`src/rtl/hls_pkg.sv`:
```
// Package for the href link scanner: result kinds, scan phases, quote modes,
// the result record and the byte classification helpers.
// No dependencies; the scanner core, the result queue and the testbench import it.
package hls_pkg;

	localparam logic [7:0]  CH_H          = 8'h68;
	localparam logic [7:0]  CH_R          = 8'h72;
	localparam logic [7:0]  CH_E          = 8'h65;
	localparam logic [7:0]  CH_F          = 8'h66;
	localparam logic [7:0]  CH_DQUOTE     = 8'h22;
	localparam logic [7:0]  CH_SQUOTE     = 8'h27;
	localparam logic [7:0]  CH_SPACE      = 8'h20;
	localparam logic [7:0]  CH_TAB        = 8'h09;
	localparam logic [7:0]  CH_LF         = 8'h0A;
	localparam logic [7:0]  CH_CR         = 8'h0D;
	localparam logic [7:0]  CH_GT         = 8'h3E;
	localparam logic [7:0]  CH_EQ         = 8'h3D;
	localparam logic [7:0]  CH_NUL        = 8'h00;
	localparam logic [11:0] MAX_LEN_RESET = 12'd599;
	localparam logic [15:0] COUNT_MAX     = 16'hFFFF;

	typedef enum logic [1:0] {
		KIND_BYTE = 2'd0,
		KIND_END  = 2'd1,
		KIND_DONE = 2'd2
	} kind_t;

	// The first four phases count the letters of "href" matched so far.
	typedef enum logic [2:0] {
		PH_H       = 3'd0,
		PH_R       = 3'd1,
		PH_E       = 3'd2,
		PH_F       = 3'd3,
		PH_PRE_EQ  = 3'd4,
		PH_POST_EQ = 3'd5,
		PH_VALUE   = 3'd6
	} phase_t;

	typedef enum logic [1:0] {
		Q_NONE   = 2'd0,
		Q_DOUBLE = 2'd1,
		Q_SINGLE = 2'd2
	} quote_t;

	typedef struct packed {
		kind_t       kind;
		logic [7:0]  link_byte;
		logic [15:0] link_count;
		logic        last;
	} result_t;

	// Zero, one or two results produced by one accepted beat.
	typedef struct packed {
		logic [1:0] n;
		result_t    r0;
		result_t    r1;
	} push_t;

	function automatic result_t make_result(kind_t kind, logic [7:0] b,
			logic [15:0] count, logic last);
		result_t r;
		r.kind       = kind;
		r.link_byte  = b;
		r.link_count = count;
		r.last       = last;
		return r;
	endfunction

	function automatic logic is_blank(logic [7:0] c);
		return (c == CH_SPACE) || (c == CH_TAB) || (c == CH_LF) || (c == CH_CR);
	endfunction

	function automatic logic [7:0] to_lower(logic [7:0] c);
		return (c >= 8'h41 && c <= 8'h5A) ? (c | 8'h20) : c;
	endfunction

	// Advances the search for "href" by one byte.
	function automatic phase_t search_next(phase_t ph, logic [7:0] c);
		logic [7:0] lc;
		logic [7:0] want;
		logic       letter;
		lc     = to_lower(c);
		want   = CH_H;
		letter = 1'b1;
		unique case (ph)
			PH_H:    want = CH_H;
			PH_R:    want = CH_R;
			PH_E:    want = CH_E;
			PH_F:    want = CH_F;
			default: letter = 1'b0;
		endcase
		if (letter && lc == want) begin
			return phase_t'(ph + 3'd1);
		end
		return (lc == CH_H) ? PH_R : PH_H;
	endfunction

endpackage

```
`src/rtl/hls_in_if.sv`:
```
// Input channel of the href link scanner: one body byte or end marker per beat.
// Depends on nothing.
interface hls_in_if;
	logic       valid;
	logic       ready;
	logic [7:0] data_byte;
	logic       end_of_body;

	modport source (output valid, output data_byte, output end_of_body, input ready);
	modport sink (input valid, input data_byte, input end_of_body, output ready);
endinterface

```
`src/rtl/hls_out_if.sv`:
```
// Result channel of the href link scanner: one result record per beat.
// Depends on nothing.
interface hls_out_if;
	logic        valid;
	logic        ready;
	logic [1:0]  kind;
	logic [7:0]  link_byte;
	logic [15:0] link_count;
	logic        last;

	modport source (output valid, output kind, output link_byte, output link_count,
		output last, input ready);
	modport sink (input valid, input kind, input link_byte, input link_count,
		input last, output ready);
endinterface

```
`src/rtl/href_link_scanner_core.sv`:
```
// Top level of the href link scanner: scan state machine, length register
// and result queue. Depends on hls_pkg, hls_in_if, hls_out_if, hls_result_fifo.
//
// The scanner takes one body byte per beat on in_ch and looks for href
// attribute values, matching the word href without regard to case, then
// blanks, '=', blanks, and a double-quoted, single-quoted or unquoted value.
// Every captured value byte leaves on out_ch as a byte result, and every
// non-empty value is closed by a link-end result carrying the saturating
// link count. A zero byte halts scanning until the end-of-body beat, which
// closes an open value and reports the count, then clears the scan state
// for the next body. A value that reaches max_link_len is closed right after
// its last byte. The scan state advances in the cycle a beat is accepted,
// and its results land in a queue of FIFO_DEPTH entries whose head drives
// out_ch, so a result is offered once the results ahead of it have left. The input takes
// one beat per cycle as long as the queue has room for two results, which
// with an output that is always ready means one byte per clock; a beat
// that yields two results (a value cut at its length limit, or an open
// value closed by end of body) adds one queued result, and the queue
// depth sets how many of those can be absorbed back to back before the
// input stalls. max_link_len is written with cfg_we and cfg_wdata; a value
// of zero acts as one. Write it only while the block is idle.
module href_link_scanner_core #(
	parameter int FIFO_DEPTH = 4
) (
	input  logic        clk,
	input  logic        arst_n,
	hls_in_if.sink      in_ch,
	hls_out_if.source   out_ch,
	input  logic        cfg_we,
	input  logic [11:0] cfg_wdata
);
	import hls_pkg::*;

	logic [11:0] max_len_q;
	phase_t      phase_q, phase_d;
	quote_t      quote_q, quote_d;
	logic [11:0] vlen_q, vlen_d;
	logic [15:0] count_q, count_d;
	logic        halted_q, halted_d;

	logic        in_acc;
	logic        pop;
	logic        room_for_two;
	logic        head_valid;
	result_t     head;
	push_t       push;

	logic [7:0]  c;
	logic [11:0] limit;
	logic [15:0] count_inc;
	logic [11:0] cap_len;
	logic        cap_hit;
	logic        stop;

	// Configuration register.
	always_ff @(posedge clk or negedge arst_n) begin
		if (!arst_n) begin
			max_len_q <= MAX_LEN_RESET;
		end else if (cfg_we) begin
			max_len_q <= cfg_wdata;
		end
	end

	assign in_ch.ready = room_for_two;
	assign in_acc      = in_ch.valid && in_ch.ready;
	assign c           = in_ch.data_byte;
	assign limit       = (max_len_q == 12'd0) ? 12'd1 : max_len_q;
	assign count_inc   = (count_q == COUNT_MAX) ? count_q : count_q + 16'd1;

	// Length after capturing this byte: a value starts from zero after '='.
	assign cap_len = ((phase_q == PH_VALUE) ? vlen_q : 12'd0) + 12'd1;
	assign cap_hit = (cap_len >= limit);

	always_comb begin
		unique case (quote_q)
			Q_DOUBLE: stop = (c == CH_DQUOTE);
			Q_SINGLE: stop = (c == CH_SQUOTE);
			default:  stop = is_blank(c) || (c == CH_GT);
		endcase
	end

	always_comb begin
		phase_d  = phase_q;
		quote_d  = quote_q;
		vlen_d   = vlen_q;
		count_d  = count_q;
		halted_d = halted_q;
		push     = '0;

		if (in_acc) begin
			if (in_ch.end_of_body) begin
				// Close an open non-empty value first, then report the count.
				if (phase_q == PH_VALUE && !halted_q && vlen_q != 12'd0) begin
					push.n  = 2'd2;
					push.r0 = make_result(KIND_END, 8'd0, count_inc, 1'b0);
					push.r1 = make_result(KIND_DONE, 8'd0, count_inc, 1'b1);
				end else begin
					push.n  = 2'd1;
					push.r0 = make_result(KIND_DONE, 8'd0, count_q, 1'b1);
				end
				phase_d  = PH_H;
				quote_d  = Q_NONE;
				vlen_d   = 12'd0;
				count_d  = 16'd0;
				halted_d = 1'b0;
			end else if (!halted_q) begin
				priority if (c == CH_NUL) begin
					if (phase_q == PH_VALUE && vlen_q != 12'd0) begin
						push.n  = 2'd1;
						push.r0 = make_result(KIND_END, 8'd0, count_inc, 1'b1);
						count_d = count_inc;
					end
					phase_d  = PH_H;
					quote_d  = Q_NONE;
					vlen_d   = 12'd0;
					halted_d = 1'b1;
				end else if ((phase_q == PH_VALUE && !stop) ||
						(phase_q == PH_POST_EQ && !is_blank(c) && c != CH_DQUOTE &&
						c != CH_SQUOTE && c != CH_GT)) begin
					// Capture one value byte, closing the value at the limit.
					push.r0 = make_result(KIND_BYTE, c, count_q, !cap_hit);
					if (cap_hit) begin
						push.n  = 2'd2;
						push.r1 = make_result(KIND_END, 8'd0, count_inc, 1'b1);
						count_d = count_inc;
						phase_d = PH_H;
						quote_d = Q_NONE;
						vlen_d  = 12'd0;
					end else begin
						push.n  = 2'd1;
						phase_d = PH_VALUE;
						vlen_d  = cap_len;
						if (phase_q == PH_POST_EQ) begin
							quote_d = Q_NONE;
						end
					end
				end else if (phase_q == PH_VALUE) begin
					// Closing quote or terminator.
					if (vlen_q != 12'd0) begin
						push.n  = 2'd1;
						push.r0 = make_result(KIND_END, 8'd0, count_inc, 1'b1);
						count_d = count_inc;
					end
					phase_d = PH_H;
					quote_d = Q_NONE;
					vlen_d  = 12'd0;
				end else if (phase_q == PH_POST_EQ) begin
					if (c == CH_DQUOTE) begin
						quote_d = Q_DOUBLE;
						phase_d = PH_VALUE;
						vlen_d  = 12'd0;
					end else if (c == CH_SQUOTE) begin
						quote_d = Q_SINGLE;
						phase_d = PH_VALUE;
						vlen_d  = 12'd0;
					end else if (c == CH_GT) begin
						quote_d = Q_NONE;
						phase_d = PH_H;
						vlen_d  = 12'd0;
					end
				end else if (phase_q == PH_PRE_EQ) begin
					if (c == CH_EQ) begin
						phase_d = PH_POST_EQ;
					end else if (!is_blank(c)) begin
						// No '=': the byte may start a new href.
						phase_d = search_next(PH_H, c);
					end
				end else begin
					phase_d = search_next(phase_q, c);
				end
			end
		end
	end

	always_ff @(posedge clk or negedge arst_n) begin
		if (!arst_n) begin
			phase_q  <= PH_H;
			quote_q  <= Q_NONE;
			vlen_q   <= 12'd0;
			count_q  <= 16'd0;
			halted_q <= 1'b0;
		end else begin
			phase_q  <= phase_d;
			quote_q  <= quote_d;
			vlen_q   <= vlen_d;
			count_q  <= count_d;
			halted_q <= halted_d;
		end
	end

	assign pop = head_valid && out_ch.ready;

	hls_result_fifo #(
		.DEPTH (FIFO_DEPTH)
	) u_result_fifo (
		.clk          (clk),
		.arst_n       (arst_n),
		.push         (push),
		.pop          (pop),
		.head         (head),
		.head_valid   (head_valid),
		.room_for_two (room_for_two)
	);

	assign out_ch.valid      = head_valid;
	assign out_ch.kind       = head.kind;
	assign out_ch.link_byte  = head.link_byte;
	assign out_ch.link_count = head.link_count;
	assign out_ch.last       = head.last;

	// A halted scanner produces nothing until the end-of-body beat.
	a_halted_silent: assert property (@(posedge clk) disable iff (!arst_n)
		in_acc && halted_q && !in_ch.end_of_body |-> push.n == 2'd0)
		else $error("halted scanner produced a result");

	// Only the second of two results from one beat carries last.
	a_last_on_second: assert property (@(posedge clk) disable iff (!arst_n)
		push.n == 2'd2 |-> !push.r0.last && push.r1.last)
		else $error("last flag misplaced on a two-result beat");

	// End of body leaves a clean scanner for the next body.
	a_body_reset: assert property (@(posedge clk) disable iff (!arst_n)
		in_acc && in_ch.end_of_body |=> count_q == 16'd0 && phase_q == PH_H && !halted_q)
		else $error("scan state not cleared after end of body");

	// A beat is accepted only with room for both of its possible results.
	a_no_overflow: assert property (@(posedge clk) disable iff (!arst_n)
		push.n != 2'd0 |-> room_for_two)
		else $error("result pushed without room in the queue");

endmodule

```
`src/rtl/hls_result_fifo.sv`:
```
// Small result queue of the href link scanner: takes up to two results a cycle
// and hands out one. Depends on hls_pkg.
module hls_result_fifo #(
	parameter int DEPTH = 4
) (
	input  logic             clk,
	input  logic             arst_n,
	input  hls_pkg::push_t   push,
	input  logic             pop,
	output hls_pkg::result_t head,
	output logic             head_valid,
	output logic             room_for_two
);
	import hls_pkg::*;

	localparam int PW = (DEPTH > 2) ? $clog2(DEPTH) : 1;
	localparam int CW = $clog2(DEPTH + 1);

	result_t         mem_q [DEPTH];
	logic [PW-1:0]   wr_ptr_q;
	logic [PW-1:0]   rd_ptr_q;
	logic [CW-1:0]   count_q;
	logic [PW-1:0]   wr_ptr_nx;

	function automatic logic [PW-1:0] ptr_inc(logic [PW-1:0] p);
		return (p == PW'(DEPTH - 1)) ? '0 : p + PW'(1);
	endfunction

	assign wr_ptr_nx    = ptr_inc(wr_ptr_q);
	assign head         = mem_q[rd_ptr_q];
	assign head_valid   = (count_q != '0);
	assign room_for_two = (count_q <= CW'(DEPTH - 2));

	always_ff @(posedge clk) begin
		if (push.n != 2'd0) begin
			mem_q[wr_ptr_q] <= push.r0;
		end
		if (push.n == 2'd2) begin
			mem_q[wr_ptr_nx] <= push.r1;
		end
	end

	always_ff @(posedge clk or negedge arst_n) begin
		if (!arst_n) begin
			wr_ptr_q <= '0;
			rd_ptr_q <= '0;
			count_q  <= '0;
		end else begin
			if (push.n == 2'd1) begin
				wr_ptr_q <= wr_ptr_nx;
			end else if (push.n == 2'd2) begin
				wr_ptr_q <= ptr_inc(wr_ptr_nx);
			end
			if (pop) begin
				rd_ptr_q <= ptr_inc(rd_ptr_q);
			end
			count_q <= count_q + CW'(push.n) - CW'(pop);
		end
	end

endmodule

```
`src/flat_wrapper.sv`:
```
// flat-port wrapper written by rule: the top's interface ports become plain ports
module href_link_scanner_core_flat import hls_pkg::*;
#(
	parameter int FIFO_DEPTH = 4
)
  (clk, arst_n, cfg_we, cfg_wdata, in_ch_valid, in_ch_data_byte, in_ch_end_of_body, in_ch_ready, out_ch_valid, out_ch_kind, out_ch_link_byte, out_ch_link_count, out_ch_last, out_ch_ready);
  hls_in_if in_ch_i ();
  hls_out_if out_ch_i ();
  input  logic clk;
  input  logic arst_n;
  input  logic cfg_we;
  input  logic [11:0] cfg_wdata;
  input wire logic [$bits(in_ch_i.valid)-1:0] in_ch_valid;
  input wire logic [$bits(in_ch_i.data_byte)-1:0] in_ch_data_byte;
  input wire logic [$bits(in_ch_i.end_of_body)-1:0] in_ch_end_of_body;
  output wire logic [$bits(in_ch_i.ready)-1:0] in_ch_ready;
  output wire logic [$bits(out_ch_i.valid)-1:0] out_ch_valid;
  output wire logic [$bits(out_ch_i.kind)-1:0] out_ch_kind;
  output wire logic [$bits(out_ch_i.link_byte)-1:0] out_ch_link_byte;
  output wire logic [$bits(out_ch_i.link_count)-1:0] out_ch_link_count;
  output wire logic [$bits(out_ch_i.last)-1:0] out_ch_last;
  input wire logic [$bits(out_ch_i.ready)-1:0] out_ch_ready;
  assign in_ch_i.valid = in_ch_valid;
  assign in_ch_i.data_byte = in_ch_data_byte;
  assign in_ch_i.end_of_body = in_ch_end_of_body;
  assign in_ch_ready = in_ch_i.ready;
  assign out_ch_valid = out_ch_i.valid;
  assign out_ch_kind = out_ch_i.kind;
  assign out_ch_link_byte = out_ch_i.link_byte;
  assign out_ch_link_count = out_ch_i.link_count;
  assign out_ch_last = out_ch_i.last;
  assign out_ch_i.ready = out_ch_ready;
  href_link_scanner_core #(.FIFO_DEPTH(FIFO_DEPTH)) u_core (.clk(clk), .arst_n(arst_n), .in_ch(in_ch_i), .out_ch(out_ch_i), .cfg_we(cfg_we), .cfg_wdata(cfg_wdata));
endmodule
```
`config.mk`:
```
export PLATFORM = sky130hd
export DESIGN_NAME = href_link_scanner_core_flat
export DESIGN_NICKNAME = d
export VERILOG_FILES = /design/src/rtl/hls_pkg.sv /design/src/rtl/hls_in_if.sv /design/src/rtl/hls_out_if.sv /design/src/rtl/href_link_scanner_core.sv /design/src/rtl/hls_result_fifo.sv /design/src/flat_wrapper.sv
export SDC_FILE = /design/constraint.sdc
export NUM_CORES = 1
export LEC_CHECK = 0
export BUFFER_PORTS_ARGS = -buffer_cell sky130_fd_sc_hd__buf_2
export CORE_ASPECT_RATIO = 0.6
export CORE_MARGIN = 1.5
export CORE_UTILIZATION = 44
export DETAILED_ROUTE_END_ITERATION = 6
export SETUP_SLACK_MARGIN = 0.3
export SYNTH_ARGS = -nofsm -noshare
export SYNTH_HDL_FRONTEND = slang
export SYNTH_SLANG_ARGS = --single-unit
```
`constraint.sdc`:
```
create_clock -name clk -period 4.7 [get_ports clk]
set_input_delay 0.94 -clock clk [delete_from_list [all_inputs] [get_ports clk]]
set_output_delay 0.94 -clock clk [all_outputs]
set_load 0.02 [all_outputs]
```
==> impl_metrics.toml <==
[sta]
setup_ws_ps = 418.5
period_needed_ps = 4282
maxSlewHeadroom_pct = 25.53
timing.hold.ws_ps = 480.5
slew_violations = 0
skew_ps = 7.225
rsz0062_at_grt = "yes"
tightest_slew_ps = 1105
hold_viol = 0
finalCritPeriodShare_pct = 91.10
fin_tns_setup_ps = 0
setup_violations = 0
clock.fmax_mhz = 233.6

[critical_path]
cp.required_ps = 4940
worstPathMaxFanout = 5
critPathLaunchType = "flip-flop"
critical_path_arrival_ps = 4520
worstSetupPathType = "flip-flop to flip-flop"
critical_path.most_common_cell = "ha_4"
critPathCaptureType = "flip-flop"
crit_chain = "inv_2, ha_4, and3_4, ha_4, nand4_1, or3_1, a21oi_2, ha_1, o21a_1, o32a_1, nand3_2, o211ai_1, or2_4, ha_2, nor2b_1, and2_2, nand2_2, o32ai_1"
crit_slowest_cell = "or3_1"
slowest_delay_ps = 410

[global_route]
grt_pass1_wl_um = 47910
grt_start_max_net_pins = 54
grt_pass1_vias = 7933
grt_use_total_pct = 27.10
grt_overflow = 0
antenna_found_initial = 0

[clock_network]
clk_pin_slew_ps = 70
cts_buffers = 17
insertion_delay_ps = 450
cts_root_buf = "clkbuf_16"
clockBufferDepth = 2
cts_tree = "done"
cts.sinks = 161
htreeDepth = 4

[route]
routed_wl_um = 30530
drc = 0
dr.pass1.iters = 6
post_drt_wl_per_cell_um = 23.11
viasPerCell = 6.463
via_count = 8537
first_iter_violations = 1076
antenna_left = 0

[cells_and_area]
fin_cells = 1321
drive_above_1_share_pct = 24.73
final_common_cell = "edfxtp_1"
syn2layout_area_growth_pct = 15.15
diodes = 0
post-route-util_pct = 51.39
nets = 1082
most-common-layout-cells = "edfxtp_1 (76), nand2_1 (75), buf_2 (54), nor2_1 (52), buf_4 (52)"

[run_status]
status = "completed"

[pwr]
comb_power_share_pct = 39.6
p_sw_w = 0.002298
swShare_pct = 41.94
leakage_nw = 4.206
clockPowerShare_pct = 25.3
intPower_w = 0.003181
ir_worst_vdd_v = 0.0002484
powerDensity_nw_per_um2 = 485.4
pwr-share-seq_pct = 35.1

[placed_design]
place_inst = 1274
place.gp.congestion = 0.9728
numPortBuffers = 54
place_worst_setup_slack_ps = 123.9
place_hpwl_um = 21870

[synth]
synth_area_leaders = "edfxtp_1 (23%), dfrtp_1 (12%), dfxtp_1 (6.5%)"
syn_area_um2 = 9803
syn-num-nets = 1017
synth_largest_area_cell = "edfxtp_1"
ys_warn_count = 0
syn_area_per_cell_um2 = 10.24
synth_seq_cells = 161
netlist_instances = 957
synthDistinctLibCells = 90
ys_seq_area_share_pct = 43.42
synth-edff-count = 76
ys.flop_type = "edfxtp_1"
async_reset_ff_share_pct = 32.92
yosysTopAreaCellShare_pct = 23.28

[floorplan]
die_h_um = 118.6
initial_core_util_pct = 44.63
die_w_um = 195.7
core_area_um2 = 21970
die_area_um2 = 23210
num_rows = 42
io_pins = 55

[job]
max_cap_violations = 0

[min_path]
hold_path.class = "flip-flop to flip-flop"
critical path, delay by kind of cell, from the launching register on:
family	cells	cell delay, ps
and+or+nand+nor	8	1770
AOI/OAI and AO/OA	5	1030
adders and majority gates	4	790
DFF	1	380
buffers and inverters	1	80
power by group through the flow:
| stage | logic (W) | registers, W | clock network (W) |
|---|---|---|---|
| 3_5_place_dp | 0.00207 | 0.00194 | 0 |
| 5_1_grt | 0.00233 | 0.00196 | 0.00146 |
| 6_report | 0.00217 | 0.00193 | 0.00138 |
| 2_1_floorplan | 0.00156 | 0.00173 | 0 |
| 3_3_place_gp | 0.00207 | 0.00194 | 0 |
| 4_1_cts | 0.00209 | 0.00192 | 0.00140 |
kinds of logic after synthesis:
| kind of cell | count (synthesis) | share of synthesized area, % |
|---|---|---|
| DFF | 161 | 43.42 |
| and+or+nand+nor | 286 | 14.79 |
| AOI/OAI and AO/OA | 306 | 23.19 |
| adders and majority gates | 34 | 4.416 |
| xor gates and xnor gates | 22 | 1.966 |
| buffers and inverters | 111 | 4.927 |
| muxes | 37 | 7.288 |
area by class of cell:
type	instances	area (µm²)
timing repair buffer	107	671.9
inverter	50	190.2
clock buffer	24	519.2
clock inverter	8	61.31
fill	1984	10680
sequential	161	4258
multi-input combinational	685	5230
tap	286	357.8
stage by stage:
stage / power, W / area, µm²
finish: 0.005479 / 11290
global route: 0.005743 / 11290
CTS: 0.005406 / 11130
detailed placement: 0.004012 / 10460
global placement: 0.004006 / 10460
floorplan: 0.003297 / 9851
synth_stat cells, types with 12 or more instances:
cell	n
a211oi_1	13
a21oi_1	37
a22o_1	48
and3_1	13
buf_2	12
clkbuf_1	36
dfrtp_1	47
dfxtp_1	32
edfxtp_1	76
ha_1	33
inv_1	49
mux4_2	27
nand2_1	85
nand3_1	32
nand4_1	14
nor2_1	57
nor3_1	17
nor4_1	12
o211ai_1	12
o21ai_0	39
o22ai_1	46
o32ai_1	16
xnor2_1	13
registers in the layout (all words and copies together), names as in the netlist:
register and flops:
u_core.halted_q 1, u_core.count_q 16, u_core.quote_q 2, u_core.u_result_fifo.count_q 3, u_core.u_result_fifo.wr_ptr_q 2, u_core.u_result_fifo.mem_q 108
u_core.phase_q 3, u_core.u_result_fifo.rd_ptr_q 2, u_core.max_len_q 12, u_core.vlen_q 12
per-layer routing:
layer,track usage [%],vias up,wire length (µm)
met1,42.77,4160,14820
met4,5.769,2,361
met5,2.614,-,81
li1,-,3871,-
met2,34.02,469,11500
met3,9.846,35,3772
what timing repair did:
item | in CTS | in global routing
endpoints found under the setup margin | 149 | 186
resized for setup | 19 | 20
hold buffers | 0 | 0
pin swaps | 3 | 14
buffers inserted | 3 | 12
hold endpoints to repair | 0 | 0
worst paths after layout:
kind / start / to / slack, ps / cells after the start
max: u_core.phase_q[0] / u_core.u_result_fifo.mem_q[0][1] / 420 / 18
min: u_core.u_result_fifo.mem_q[3][19] / u_core.u_result_fifo.mem_q[3][19] / 480 / 1
max reg2reg: u_core.phase_q[0] / u_core.u_result_fifo.mem_q[0][1] / 420 / 18
min reg2reg: u_core.u_result_fifo.mem_q[3][19] / u_core.u_result_fifo.mem_q[3][19] / 480 / 1
max in group asynchronous: arst_n / u_core.u_result_fifo.rd_ptr_q[0] / 3570 / 2
min in group asynchronous: arst_n / u_core.max_len_q[5] / 620 / 2
Note: power is estimated with default switching activity, not from simulation.
